--- src/hdl/admx_pkg.sv ---
// ----------------------------------------------------------------------------
// admx_pkg
// Shared types and constants of the Art-Net DMX frame filter.
// ----------------------------------------------------------------------------
package admx_pkg;

  localparam int MAX_CHANNELS    = 512;
  localparam int MAX_FRAME_BYTES = 2048;

  localparam int POS_W  = $clog2(MAX_FRAME_BYTES + 1);
  localparam int CW_W   = $clog2(MAX_CHANNELS + 1);
  localparam int IDX_W  = 9;
  localparam int ADDR_W = 3;

  localparam int POS_ETYPE_HI = 12;
  localparam int POS_ETYPE_LO = 13;
  localparam int POS_IP_PROTO = 23;
  localparam int POS_ID_FIRST = 42;
  localparam int POS_ID_LAST  = 49;
  localparam int POS_OPC_LO   = 50;
  localparam int POS_OPC_HI   = 51;
  localparam int POS_SUBUNI   = 56;
  localparam int POS_NET      = 57;
  localparam int POS_LEN_HI   = 58;
  localparam int POS_LEN_LO   = 59;
  localparam int POS_DATA     = 60;

  localparam logic [7:0]  ETYPE_HI = 8'h08;
  localparam logic [7:0]  ETYPE_LO = 8'h00;
  localparam logic [7:0]  PROTO_UDP = 8'd17;
  localparam logic [15:0] OPC_POLL = 16'h2000;
  localparam logic [15:0] OPC_DMX  = 16'h5000;

  typedef enum logic [ADDR_W-1:0] {
    REG_NET    = 3'd0,
    REG_SUBUNI = 3'd4
  } reg_addr_t;

  typedef enum logic [2:0] {
    KIND_IGNORED    = 3'd0,
    KIND_DMX_STORED = 3'd1,
    KIND_DMX_OTHER  = 3'd2,
    KIND_POLL       = 3'd3,
    KIND_OTHER      = 3'd4
  } kind_t;

  typedef struct packed {
    logic [6:0] net;
    logic [7:0] subuni;
  } cfg_t;

  typedef struct packed {
    logic             write_valid;
    logic [IDX_W-1:0] channel_index;
    logic [7:0]       channel_value;
    logic             frame_done;
    kind_t            frame_kind;
  } res_t;

  function automatic logic [7:0] id_byte(input logic [2:0] i);
    logic [7:0] r;
    unique case (i)
      3'd0: r = 8'h41;
      3'd1: r = 8'h72;
      3'd2: r = 8'h74;
      3'd3: r = 8'h2D;
      3'd4: r = 8'h4E;
      3'd5: r = 8'h65;
      3'd6: r = 8'h74;
      3'd7: r = 8'h00;
      default: r = 8'h00;
    endcase
    return r;
  endfunction

endpackage

--- src/hdl/admx_in_if.sv ---
// ----------------------------------------------------------------------------
// admx_in_if
// Byte stream channel carrying frame bytes into the filter.
// ----------------------------------------------------------------------------
interface admx_in_if;
  logic       valid;
  logic       ready;
  logic [7:0] frame_byte;
  logic       frame_end;

  modport source (output valid, output frame_byte, output frame_end, input ready);
  modport sink   (input valid, input frame_byte, input frame_end, output ready);
endinterface

--- src/hdl/admx_out_if.sv ---
// ----------------------------------------------------------------------------
// admx_out_if
// Result channel carrying channel writes and frame reports.
// ----------------------------------------------------------------------------
interface admx_out_if;
  logic       valid;
  logic       ready;
  logic       write_valid;
  logic [8:0] channel_index;
  logic [7:0] channel_value;
  logic       frame_done;
  logic [2:0] frame_kind;

  modport source (output valid, output write_valid, output channel_index,
                  output channel_value, output frame_done, output frame_kind,
                  input ready);
  modport sink   (input valid, input write_valid, input channel_index,
                  input channel_value, input frame_done, input frame_kind,
                  output ready);
endinterface

--- src/hdl/artnet_dmx_frame_filter.sv ---
// ----------------------------------------------------------------------------
// artnet_dmx_frame_filter
// Filters received Ethernet frames for Art-Net ArtDmx packets of one universe
// and turns their data bytes into DMX channel writes.
// ----------------------------------------------------------------------------
//   Channel   Direction  Handshake        Carries
//   in_chan   sink       valid/ready      frame_byte, frame_end
//   out_chan  source     valid/ready      one result per input byte
//   cfg_*     APB slave  psel/penable     universe net and sub-universe
//
// One byte is accepted per cycle while results drain; each result passes
// through the input register and then the result register.
// Reset is synchronous and active low; it clears the frame state and both
// match registers. A stalled sink holds the result register, and the input
// register keeps taking bytes as long as the result register can drain.
// ----------------------------------------------------------------------------
module artnet_dmx_frame_filter (
  input  logic                        clk,
  input  logic                        rst_n,
  admx_in_if.sink                     in_chan,
  admx_out_if.source                  out_chan,
  input  logic                        cfg_psel,
  input  logic                        cfg_penable,
  input  logic                        cfg_pwrite,
  input  logic [admx_pkg::ADDR_W-1:0] cfg_paddr,
  input  logic [31:0]                 cfg_pwdata,
  output logic [31:0]                 cfg_prdata,
  output logic                        cfg_pready
);
  import admx_pkg::*;

  cfg_t cfg;
  res_t res;
  res_t out_res;
  logic res_valid;
  logic res_ready;

  admx_cfg_regs u_cfg (
    .clk     (clk),
    .rst_n   (rst_n),
    .psel    (cfg_psel),
    .penable (cfg_penable),
    .pwrite  (cfg_pwrite),
    .paddr   (cfg_paddr),
    .pwdata  (cfg_pwdata),
    .prdata  (cfg_prdata),
    .pready  (cfg_pready),
    .cfg     (cfg)
  );

  admx_parser u_parser (
    .clk       (clk),
    .rst_n     (rst_n),
    .in_valid  (in_chan.valid),
    .in_ready  (in_chan.ready),
    .in_byte   (in_chan.frame_byte),
    .in_end    (in_chan.frame_end),
    .cfg       (cfg),
    .res_ready (res_ready),
    .res_valid (res_valid),
    .res       (res)
  );

  admx_out_stage u_out (
    .clk       (clk),
    .rst_n     (rst_n),
    .res_valid (res_valid),
    .res_ready (res_ready),
    .res       (res),
    .out_valid (out_chan.valid),
    .out_ready (out_chan.ready),
    .out_res   (out_res)
  );

  assign out_chan.write_valid   = out_res.write_valid;
  assign out_chan.channel_index = out_res.channel_index;
  assign out_chan.channel_value = out_res.channel_value;
  assign out_chan.frame_done    = out_res.frame_done;
  assign out_chan.frame_kind    = out_res.frame_kind;

  a_idle_fields: assert property (@(posedge clk) disable iff (!rst_n)
    (out_chan.valid && !out_chan.write_valid) |->
      (out_chan.channel_index == '0 && out_chan.channel_value == '0))
    else $error("Result without a write carries nonzero channel fields.");

  a_kind_on_done: assert property (@(posedge clk) disable iff (!rst_n)
    (out_chan.valid && !out_chan.frame_done) |-> (out_chan.frame_kind == KIND_IGNORED))
    else $error("Frame kind reported before the last byte.");

  a_stall_needs_result: assert property (@(posedge clk) disable iff (!rst_n)
    !in_chan.ready |-> out_chan.valid)
    else $error("Input stalled while no result is pending.");

  a_first_write_zero: assert property (@(posedge clk) disable iff (!rst_n)
    (res_valid && res_ready && res.frame_done) |=>
      ((res_valid && res.write_valid) |-> (res.channel_index == '0)))
    else $error("First write of a frame does not start at channel zero.");
endmodule

--- src/hdl/admx_cfg_regs.sv ---
// ----------------------------------------------------------------------------
// admx_cfg_regs
// APB register file holding the universe net and sub-universe match values.
// ----------------------------------------------------------------------------
module admx_cfg_regs (
  input  logic                         clk,
  input  logic                         rst_n,
  input  logic                         psel,
  input  logic                         penable,
  input  logic                         pwrite,
  input  logic [admx_pkg::ADDR_W-1:0]  paddr,
  input  logic [31:0]                  pwdata,
  output logic [31:0]                  prdata,
  output logic                         pready,
  output admx_pkg::cfg_t               cfg
);
  import admx_pkg::*;

  logic [6:0] net_r;
  logic [7:0] subuni_r;
  logic       wr_en;
  logic       sel_subuni;

  assign pready     = 1'b1;
  assign wr_en      = psel && penable && pwrite;
  assign sel_subuni = paddr[2];

  always_ff @(posedge clk) begin
    if (!rst_n) begin
      net_r    <= '0;
      subuni_r <= '0;
    end else if (wr_en) begin
      if (sel_subuni) begin
        subuni_r <= pwdata[7:0];
      end else begin
        net_r <= pwdata[6:0];
      end
    end
  end

  always_comb begin
    unique case (reg_addr_t'({paddr[2], 2'b00}))
      REG_NET:    prdata = {25'd0, net_r};
      REG_SUBUNI: prdata = {24'd0, subuni_r};
      default:    prdata = '0;
    endcase
  end

  assign cfg.net    = net_r;
  assign cfg.subuni = subuni_r;
endmodule

--- src/hdl/admx_parser.sv ---
// ----------------------------------------------------------------------------
// admx_parser
// Input register, per-frame header state; one byte per cycle unless stalled.
// ----------------------------------------------------------------------------
module admx_parser (
  input  logic            clk,
  input  logic            rst_n,
  input  logic            in_valid,
  output logic            in_ready,
  input  logic [7:0]      in_byte,
  input  logic            in_end,
  input  admx_pkg::cfg_t  cfg,
  input  logic            res_ready,
  output logic            res_valid,
  output admx_pkg::res_t  res
);
  import admx_pkg::*;

  logic             v_r;
  logic [7:0]       b_r;
  logic             end_r;
  logic [POS_W-1:0] pos_r, pos_nxt;
  logic             hm_r, hm_nxt;
  logic [15:0]      opc_r, opc_nxt;
  logic             um_r, um_nxt;
  logic [15:0]      len_r, len_nxt;
  logic [CW_W-1:0]  cw_r, cw_nxt;
  logic             fire;
  logic             mism;
  logic             wv;
  kind_t            kind;

  assign fire      = v_r && res_ready;
  assign in_ready  = !v_r || res_ready;
  assign res_valid = v_r;

  always_ff @(posedge clk) begin
    if (!rst_n) begin
      v_r <= 1'b0;
    end else if (in_ready) begin
      v_r <= in_valid;
    end
  end

  always_ff @(posedge clk) begin
    if (in_ready && in_valid) begin
      b_r   <= in_byte;
      end_r <= in_end;
    end
  end

  always_comb begin
    mism = ((pos_r == POS_W'(POS_ETYPE_HI)) && (b_r != ETYPE_HI)) ||
           ((pos_r == POS_W'(POS_ETYPE_LO)) && (b_r != ETYPE_LO)) ||
           ((pos_r == POS_W'(POS_IP_PROTO)) && (b_r != PROTO_UDP)) ||
           ((pos_r >= POS_W'(POS_ID_FIRST)) && (pos_r <= POS_W'(POS_ID_LAST)) &&
            (b_r != id_byte(pos_r[2:0] - 3'd2)));
    hm_nxt  = hm_r && !mism;
    opc_nxt = opc_r;
    if (pos_r == POS_W'(POS_OPC_LO)) opc_nxt = {opc_r[15:8], b_r};
    if (pos_r == POS_W'(POS_OPC_HI)) opc_nxt = {b_r, opc_r[7:0]};
    um_nxt = um_r;
    if (pos_r == POS_W'(POS_SUBUNI)) um_nxt = (b_r == cfg.subuni);
    if (pos_r == POS_W'(POS_NET))    um_nxt = um_r && (b_r == {1'b0, cfg.net});
    len_nxt = len_r;
    if (pos_r == POS_W'(POS_LEN_HI)) len_nxt = {b_r, len_r[7:0]};
    if (pos_r == POS_W'(POS_LEN_LO)) len_nxt = {len_r[15:8], b_r};

    wv = (pos_r >= POS_W'(POS_DATA)) && (pos_r < POS_W'(MAX_FRAME_BYTES)) &&
         hm_nxt && (opc_nxt == OPC_DMX) && um_nxt &&
         (16'(cw_r) < len_nxt) && (cw_r < CW_W'(MAX_CHANNELS));

    priority if (!hm_nxt || (pos_r < POS_W'(POS_OPC_HI))) begin
      kind = KIND_IGNORED;
    end else if (opc_nxt == OPC_POLL) begin
      kind = KIND_POLL;
    end else if (opc_nxt == OPC_DMX) begin
      kind = ((pos_r >= POS_W'(POS_NET)) && um_nxt) ? KIND_DMX_STORED : KIND_DMX_OTHER;
    end else begin
      kind = KIND_OTHER;
    end

    res.write_valid   = wv;
    res.channel_index = wv ? IDX_W'(cw_r) : '0;
    res.channel_value = wv ? b_r : 8'd0;
    res.frame_done    = end_r;
    res.frame_kind    = end_r ? kind : KIND_IGNORED;

    if (end_r) begin
      pos_nxt = '0;
      hm_nxt  = 1'b1;
      opc_nxt = '0;
      um_nxt  = 1'b0;
      len_nxt = '0;
      cw_nxt  = '0;
    end else begin
      pos_nxt = (pos_r < POS_W'(MAX_FRAME_BYTES)) ? pos_r + POS_W'(1) : pos_r;
      cw_nxt  = cw_r + CW_W'(wv);
    end
  end

  always_ff @(posedge clk) begin
    if (!rst_n) begin
      pos_r <= '0;
      hm_r  <= 1'b1;
      opc_r <= '0;
      um_r  <= 1'b0;
      len_r <= '0;
      cw_r  <= '0;
    end else if (fire) begin
      pos_r <= pos_nxt;
      hm_r  <= hm_nxt;
      opc_r <= opc_nxt;
      um_r  <= um_nxt;
      len_r <= len_nxt;
      cw_r  <= cw_nxt;
    end
  end
endmodule

--- src/hdl/admx_out_stage.sv ---
// ----------------------------------------------------------------------------
// admx_out_stage
// Result register that holds a finished result until the sink takes it.
// ----------------------------------------------------------------------------
module admx_out_stage (
  input  logic            clk,
  input  logic            rst_n,
  input  logic            res_valid,
  output logic            res_ready,
  input  admx_pkg::res_t  res,
  output logic            out_valid,
  input  logic            out_ready,
  output admx_pkg::res_t  out_res
);
  import admx_pkg::*;

  logic valid_r;
  res_t res_r;

  assign res_ready = !valid_r || out_ready;
  assign out_valid = valid_r;
  assign out_res   = res_r;

  always_ff @(posedge clk) begin
    if (!rst_n) begin
      valid_r <= 1'b0;
    end else if (res_ready) begin
      valid_r <= res_valid;
    end
  end

  always_ff @(posedge clk) begin
    if (res_ready && res_valid) begin
      res_r <= res;
    end
  end
endmodule

--- src/flat_wrapper.sv ---
// flat-port wrapper written by rule: the top's interface ports become plain ports
module artnet_dmx_frame_filter_flat import admx_pkg::*;
  (clk, rst_n, cfg_psel, cfg_penable, cfg_pwrite, cfg_paddr, cfg_pwdata, cfg_prdata, cfg_pready, in_chan_valid, in_chan_frame_byte, in_chan_frame_end, in_chan_ready, out_chan_valid, out_chan_write_valid, out_chan_channel_index, out_chan_channel_value, out_chan_frame_done, out_chan_frame_kind, out_chan_ready);
  admx_in_if in_chan_i ();
  admx_out_if out_chan_i ();
  input  logic clk;
  input  logic rst_n;
  input  logic cfg_psel;
  input  logic cfg_penable;
  input  logic cfg_pwrite;
  input  logic [admx_pkg::ADDR_W-1:0] cfg_paddr;
  input  logic [31:0] cfg_pwdata;
  output logic [31:0] cfg_prdata;
  output logic cfg_pready;
  input wire logic [$bits(in_chan_i.valid)-1:0] in_chan_valid;
  input wire logic [$bits(in_chan_i.frame_byte)-1:0] in_chan_frame_byte;
  input wire logic [$bits(in_chan_i.frame_end)-1:0] in_chan_frame_end;
  output wire logic [$bits(in_chan_i.ready)-1:0] in_chan_ready;
  output wire logic [$bits(out_chan_i.valid)-1:0] out_chan_valid;
  output wire logic [$bits(out_chan_i.write_valid)-1:0] out_chan_write_valid;
  output wire logic [$bits(out_chan_i.channel_index)-1:0] out_chan_channel_index;
  output wire logic [$bits(out_chan_i.channel_value)-1:0] out_chan_channel_value;
  output wire logic [$bits(out_chan_i.frame_done)-1:0] out_chan_frame_done;
  output wire logic [$bits(out_chan_i.frame_kind)-1:0] out_chan_frame_kind;
  input wire logic [$bits(out_chan_i.ready)-1:0] out_chan_ready;
  assign in_chan_i.valid = in_chan_valid;
  assign in_chan_i.frame_byte = in_chan_frame_byte;
  assign in_chan_i.frame_end = in_chan_frame_end;
  assign in_chan_ready = in_chan_i.ready;
  assign out_chan_valid = out_chan_i.valid;
  assign out_chan_write_valid = out_chan_i.write_valid;
  assign out_chan_channel_index = out_chan_i.channel_index;
  assign out_chan_channel_value = out_chan_i.channel_value;
  assign out_chan_frame_done = out_chan_i.frame_done;
  assign out_chan_frame_kind = out_chan_i.frame_kind;
  assign out_chan_i.ready = out_chan_ready;
  artnet_dmx_frame_filter u_core (.clk(clk), .rst_n(rst_n), .in_chan(in_chan_i), .out_chan(out_chan_i), .cfg_psel(cfg_psel), .cfg_penable(cfg_penable), .cfg_pwrite(cfg_pwrite), .cfg_paddr(cfg_paddr), .cfg_pwdata(cfg_pwdata), .cfg_prdata(cfg_prdata), .cfg_pready(cfg_pready));
endmodule
--- config.mk ---
export PLATFORM = sky130hd
export DESIGN_NAME = artnet_dmx_frame_filter_flat
export DESIGN_NICKNAME = d
export VERILOG_FILES = /design/src/hdl/admx_pkg.sv /design/src/hdl/admx_in_if.sv /design/src/hdl/admx_out_if.sv /design/src/hdl/artnet_dmx_frame_filter.sv /design/src/hdl/admx_cfg_regs.sv /design/src/hdl/admx_parser.sv /design/src/hdl/admx_out_stage.sv /design/src/flat_wrapper.sv
export SDC_FILE = /design/constraint.sdc
export NUM_CORES = 1
export LEC_CHECK = 0
export BUFFER_PORTS_ARGS = -buffer_cell sky130_fd_sc_hd__buf_2
export CAP_MARGIN = 30
export CORE_MARGIN = 2
export CORE_UTILIZATION = 50
export CTS_BUF_LIST = sky130_fd_sc_hd__clkbuf_16
export DETAILED_ROUTE_END_ITERATION = 12
export PLACE_DENSITY = 0.73
export SYNTH_ARGS = -nofsm -noshare
export SYNTH_HDL_FRONTEND = slang
export SYNTH_SLANG_ARGS = --single-unit
--- constraint.sdc ---
create_clock -name clk -period 4.9 [get_ports clk]
set_input_delay 0.98 -clock clk [delete_from_list [all_inputs] [get_ports clk]]
set_output_delay 0.98 -clock clk [all_outputs]
set_load 0.02 [all_outputs]
==> impl_summary.md <==
STA
The post-route minimum period is 4.526 ns. The final max-slew violation count was 0. The remaining max-slew budget at the tightest pin is 0.2910. At the pin with the least slew margin, the transition time is 1.055 ns. The maximum clock rate is 0.2209 GHz. The post-route fraction of the period consumed by the critical path is 0.9237.

Setup repair after global routing left no endpoint under its margin. Setup violations remaining at the end of the flow were counted as 0. The hold violation total from the final report is 0. On the final layout, the worst clock skew is 0.005696 ns.

The worst hold-check slack is 0.4714 ns. Setup total negative slack on the finished layout was measured at 0 ns.

Synth
The count of flip-flops with a built-in enable after synthesis is 31. The share of synthesized cell area in full adder, half adder and majority cells is 0.04462. Measured against the total synthesized area, the mux share comes to 0.06158. The register bit count reported by yosys is 104. The fraction of synthesis flops using an asynchronous set or reset pin is 0.

The area share of the largest cell type after synthesis is 0.2606. The number of distinct standard cells referenced by the synthesized netlist is 59. After synthesis the cells add up to 5608 um2. The top cell type by total area after synthesis is sky130_fd_sc_hd__dfxtp_1.

Among all flip-flop cells after synthesis, the most frequent one is sky130_fd_sc_hd__dfxtp_1. The share of the synthesized area in compound gates (AO/OA/AOI/OAI) was 0.1198. Sorting the synthesized cells by area gives the leading types as sky130_fd_sc_hd__dfxtp_1 (26%), sky130_fd_sc_hd__edfxtp_1 (17%), sky130_fd_sc_hd__nor2b_1 (5.1%), sky130_fd_sc_hd__ha_1 (4.5%), sky130_fd_sc_hd__mux2i_1 (4.3%). The cell count after synthesis came out at 582. Averaged over all synthesized cells, the footprint is 9.636 um2. Of the total synthesized cell area, the portion taken by XOR and XNOR cells is 0.05154. Of the synthesized area, sequential elements account for 0.4266.

The number of warnings issued by yosys is 0. Of the total synthesized cell area, the portion taken by AND, OR, NAND and NOR gates is 0.2314. The combinational family with the most area after synthesis is simple AND/OR/NAND/NOR gates.

Clock tree
The number of clock sinks is 104. The clock tree synthesis step divided the H-tree into 3 levels. The root buffer selected by CTS is sky130_fd_sc_hd__clkbuf_16.

In this run the deepest clock path goes through 2 buffers. TritonCTS built the clock tree. Hold repair after CTS inserted 0 buffers. The clock network latency to the later pin of the worst-skew pair is 0.35 ns. The number of CTS-inserted buffers is 9. Post-CTS repair changed the size of 0 cells.

Post-CTS timing repair inserted 0 buffers for setup. Clock-pin slew was measured on the worst setup and hold paths at 0.07 ns.

Finish
For this run, the share of the core covered by cells in the final layout is 0.5656. The library cells used most frequently in the layout, excluding fill and tap cells, are sky130_fd_sc_hd__dfxtp_1 (73), sky130_fd_sc_hd__buf_2 (56), sky130_fd_sc_hd__nand2_1 (49). The area growth from synthesis to layout is 9.817%. The net count reported at finish is 691. The share of layout cells above drive strength 1 is 0.1472. With fillers left out, the area of the finished cells amounts to 6158 um2. The repair_antennas step left the layout with diodes totalling 0. The library cell used most frequently in the layout, excluding fill and tap cells, is sky130_fd_sc_hd__dfxtp_1.

Critical path
The type of the setup path with the least slack is reg -> reg. The worst setup path is captured at a register. For the worst setup path, the data required time is 5.16 ns. The kind of start point of the critical path is a register. Data arrives at the worst endpoint at 4.79 ns.

The cell that appears most often on the critical path is sky130_fd_sc_hd__ha_1. For this design, the slowest cell found on the critical path is sky130_fd_sc_hd__or4_1. The critical-path maximum fanout is 9. The critical path goes through or4_1, or3b_1, mux2i_1, ha_1, a211oi_1, o21ai_0, nor2_1, o21ai_4, a311oi_4, and2_1, ha_1, nand4_1, or3_1, a21oi_1. For this run, the slowest stage of the critical path takes 0.69 ns.

Power and ir drop
The worst-case IR drop observed on VDD is 0.1578 mV. Overall power consumption after layout is estimated at 1.764 mW. For this design the ratio of total power to cell area is 286.5 nW/um2. In this run the static leakage power is 2.524 nW.

Run
Max-cap violations in this run came to 0.

Floorplanning
The chip height is 109.9 um. The die footprint is 12,080 um2. The core outline area is 10,890 um2. The starting utilization of the core area is 0.5151. The die outline width is 109.9 um.

The floorplan has 38 rows. The number of placed I/O pins is 108.

Drt
The number of DRC markers after the initial detailed-route iteration is 306. The ratio of routed vias to standard cells is 5.531. The routed wirelength normalized by instance count is 15.97 um. The first detailed-routing pass took 4 iterations.

For this run, design rule violations remaining after detail routing come to 0. The final wirelength is 12,220 um. The final antenna-violating net count is 0.

The detailed router placed 4,231 vias in this run.

GRT
The via count of the first global-routing pass was 4,042. Entering global routing, the biggest net connects 57 pins. The first global-routing pass estimated 20,030 um of wire. The total overflow left after global routing is 0. The initial antenna violation count came to 0. The global-route usage over all layers is 0.2154.

Status
The run finished with clean final reports.

Place
After detailed placement, the total cell area comes to 5867 um2. The final weighted congestion of routability-driven global placement is 0.8737. Port buffering added 56 buffers. Detailed placement ended at an HPWL of 8531 um.

Min path
The class of the tightest hold or removal check is reg -> reg.
-- final timing paths --
path,start,slack (ns),cells past startpoint,end
worst max-delay path,u_core.u_parser.pos_r[6],0.37,14,u_core.u_parser.cw_r[9]
worst min-delay path,u_core.u_parser.hm_r,0.47,1,u_core.u_parser.hm_r
worst max register to register,u_core.u_parser.pos_r[6],0.37,14,u_core.u_parser.cw_r[9]
worst min register to register,u_core.u_parser.hm_r,0.47,1,u_core.u_parser.hm_r
-- flip-flops by register name, indices dropped and copies added (netlist names) --
register / count
u_core.u_out.out_res: 22
u_core.u_parser.len_r: 16
u_core.u_parser.opc_r: 16
u_core.u_parser.pos_r: 12
u_core.u_parser.cw_r: 10
u_core.u_cfg.subuni_r: 8
u_core.u_parser.b_r: 8
u_core.u_cfg.net_r: 7
u_core.u_out.out_valid: 1
u_core.u_parser.end_r: 1
u_core.u_parser.hm_r: 1
u_core.u_parser.res_valid: 1
u_core.u_parser.um_r: 1
-- power by group --
part	internal, mW	switching, mW	leakage (nW)
Clock	0.378	0.325	0.147
Combinational	0.0454	0.0871	1.51
Sequential	0.903	0.0263	0.871
-- synthesized netlist by cell type (6+ instances only) --
| library cell | count |
|---|---|
| sky130_fd_sc_hd__dfxtp_1 | 73 |
| sky130_fd_sc_hd__nand2_1 | 49 |
| sky130_fd_sc_hd__nor2b_1 | 46 |
| sky130_fd_sc_hd__edfxtp_1 | 31 |
| sky130_fd_sc_hd__clkbuf_1 | 30 |
| sky130_fd_sc_hd__nor2_1 | 27 |
| sky130_fd_sc_hd__a22oi_1 | 25 |
| sky130_fd_sc_hd__buf_4 | 25 |
| sky130_fd_sc_hd__mux2i_1 | 24 |
| sky130_fd_sc_hd__xor2_1 | 24 |
| sky130_fd_sc_hd__and3_1 | 22 |
| sky130_fd_sc_hd__o21ai_0 | 22 |
| sky130_fd_sc_hd__ha_1 | 20 |
| sky130_fd_sc_hd__and2_1 | 15 |
| sky130_fd_sc_hd__a21boi_0 | 11 |
| sky130_fd_sc_hd__a21oi_1 | 10 |
| sky130_fd_sc_hd__nand4_1 | 9 |
| sky130_fd_sc_hd__xnor2_1 | 9 |
| sky130_fd_sc_hd__mux2_2 | 8 |
| sky130_fd_sc_hd__nor3_1 | 8 |
| sky130_fd_sc_hd__nor4_1 | 8 |
| sky130_fd_sc_hd__nand3_1 | 7 |
| sky130_fd_sc_hd__or3_1 | 7 |
| sky130_fd_sc_hd__inv_1 | 6 |
-- area by class of cell --
class	instances	area, um2
fillers	955	4730
multi-input cells	436	2948
flip-flops and latches	104	2392
repair buffers	62	325.3
clock buffers	10	250.2
well taps	140	175.2
clock inverters	6	41.29
inverters	7	26.28
-- metrics by stage --
step	setup WS, ns	instances
floorplan	0.7950	605
CTS	0.3858	765
detailed placement	0.4304	749
finish	0.3738	765
global route	0.003740	765
global placement	0.5171	749
-- kinds of logic (layout without fill, tap and decap cells) --
kind of cell               Yosys count  count (layout)
xor gates and xnor gates            33              33
AOI/OAI and AO/OA                   96              96
buffers and inverters               65              85
and+or+nand+nor                    229             229
other                                2              25
DFF                                104             104
adders and majority gates           20              20
muxes                               33              33
-- worst max-delay path, delay by kind of cell, from the launching register on --
family / cells / cell delay (ns)
AND/OR/NAND/NOR: 6 / 2.41
AO/OA/AOI/OAI: 5 / 0.87
adder cells (fa/ha/maj): 2 / 0.48
flip-flops: 1 / 0.38
multiplexers: 1 / 0.31
-- layer usage --
layer / share of wire / vias to the layer above / track usage
met5: 0 / - / 0
met4: 0.012 / 0 / 0.08137
met3: 0.067 / 11 / 0.02727
met2: 0.48 / 123 / 0.3576
met1: 0.44 / 1988 / 0.2860
li1: - / 2109 / -
No activity file was read; power rests on OpenSTA's default activity.
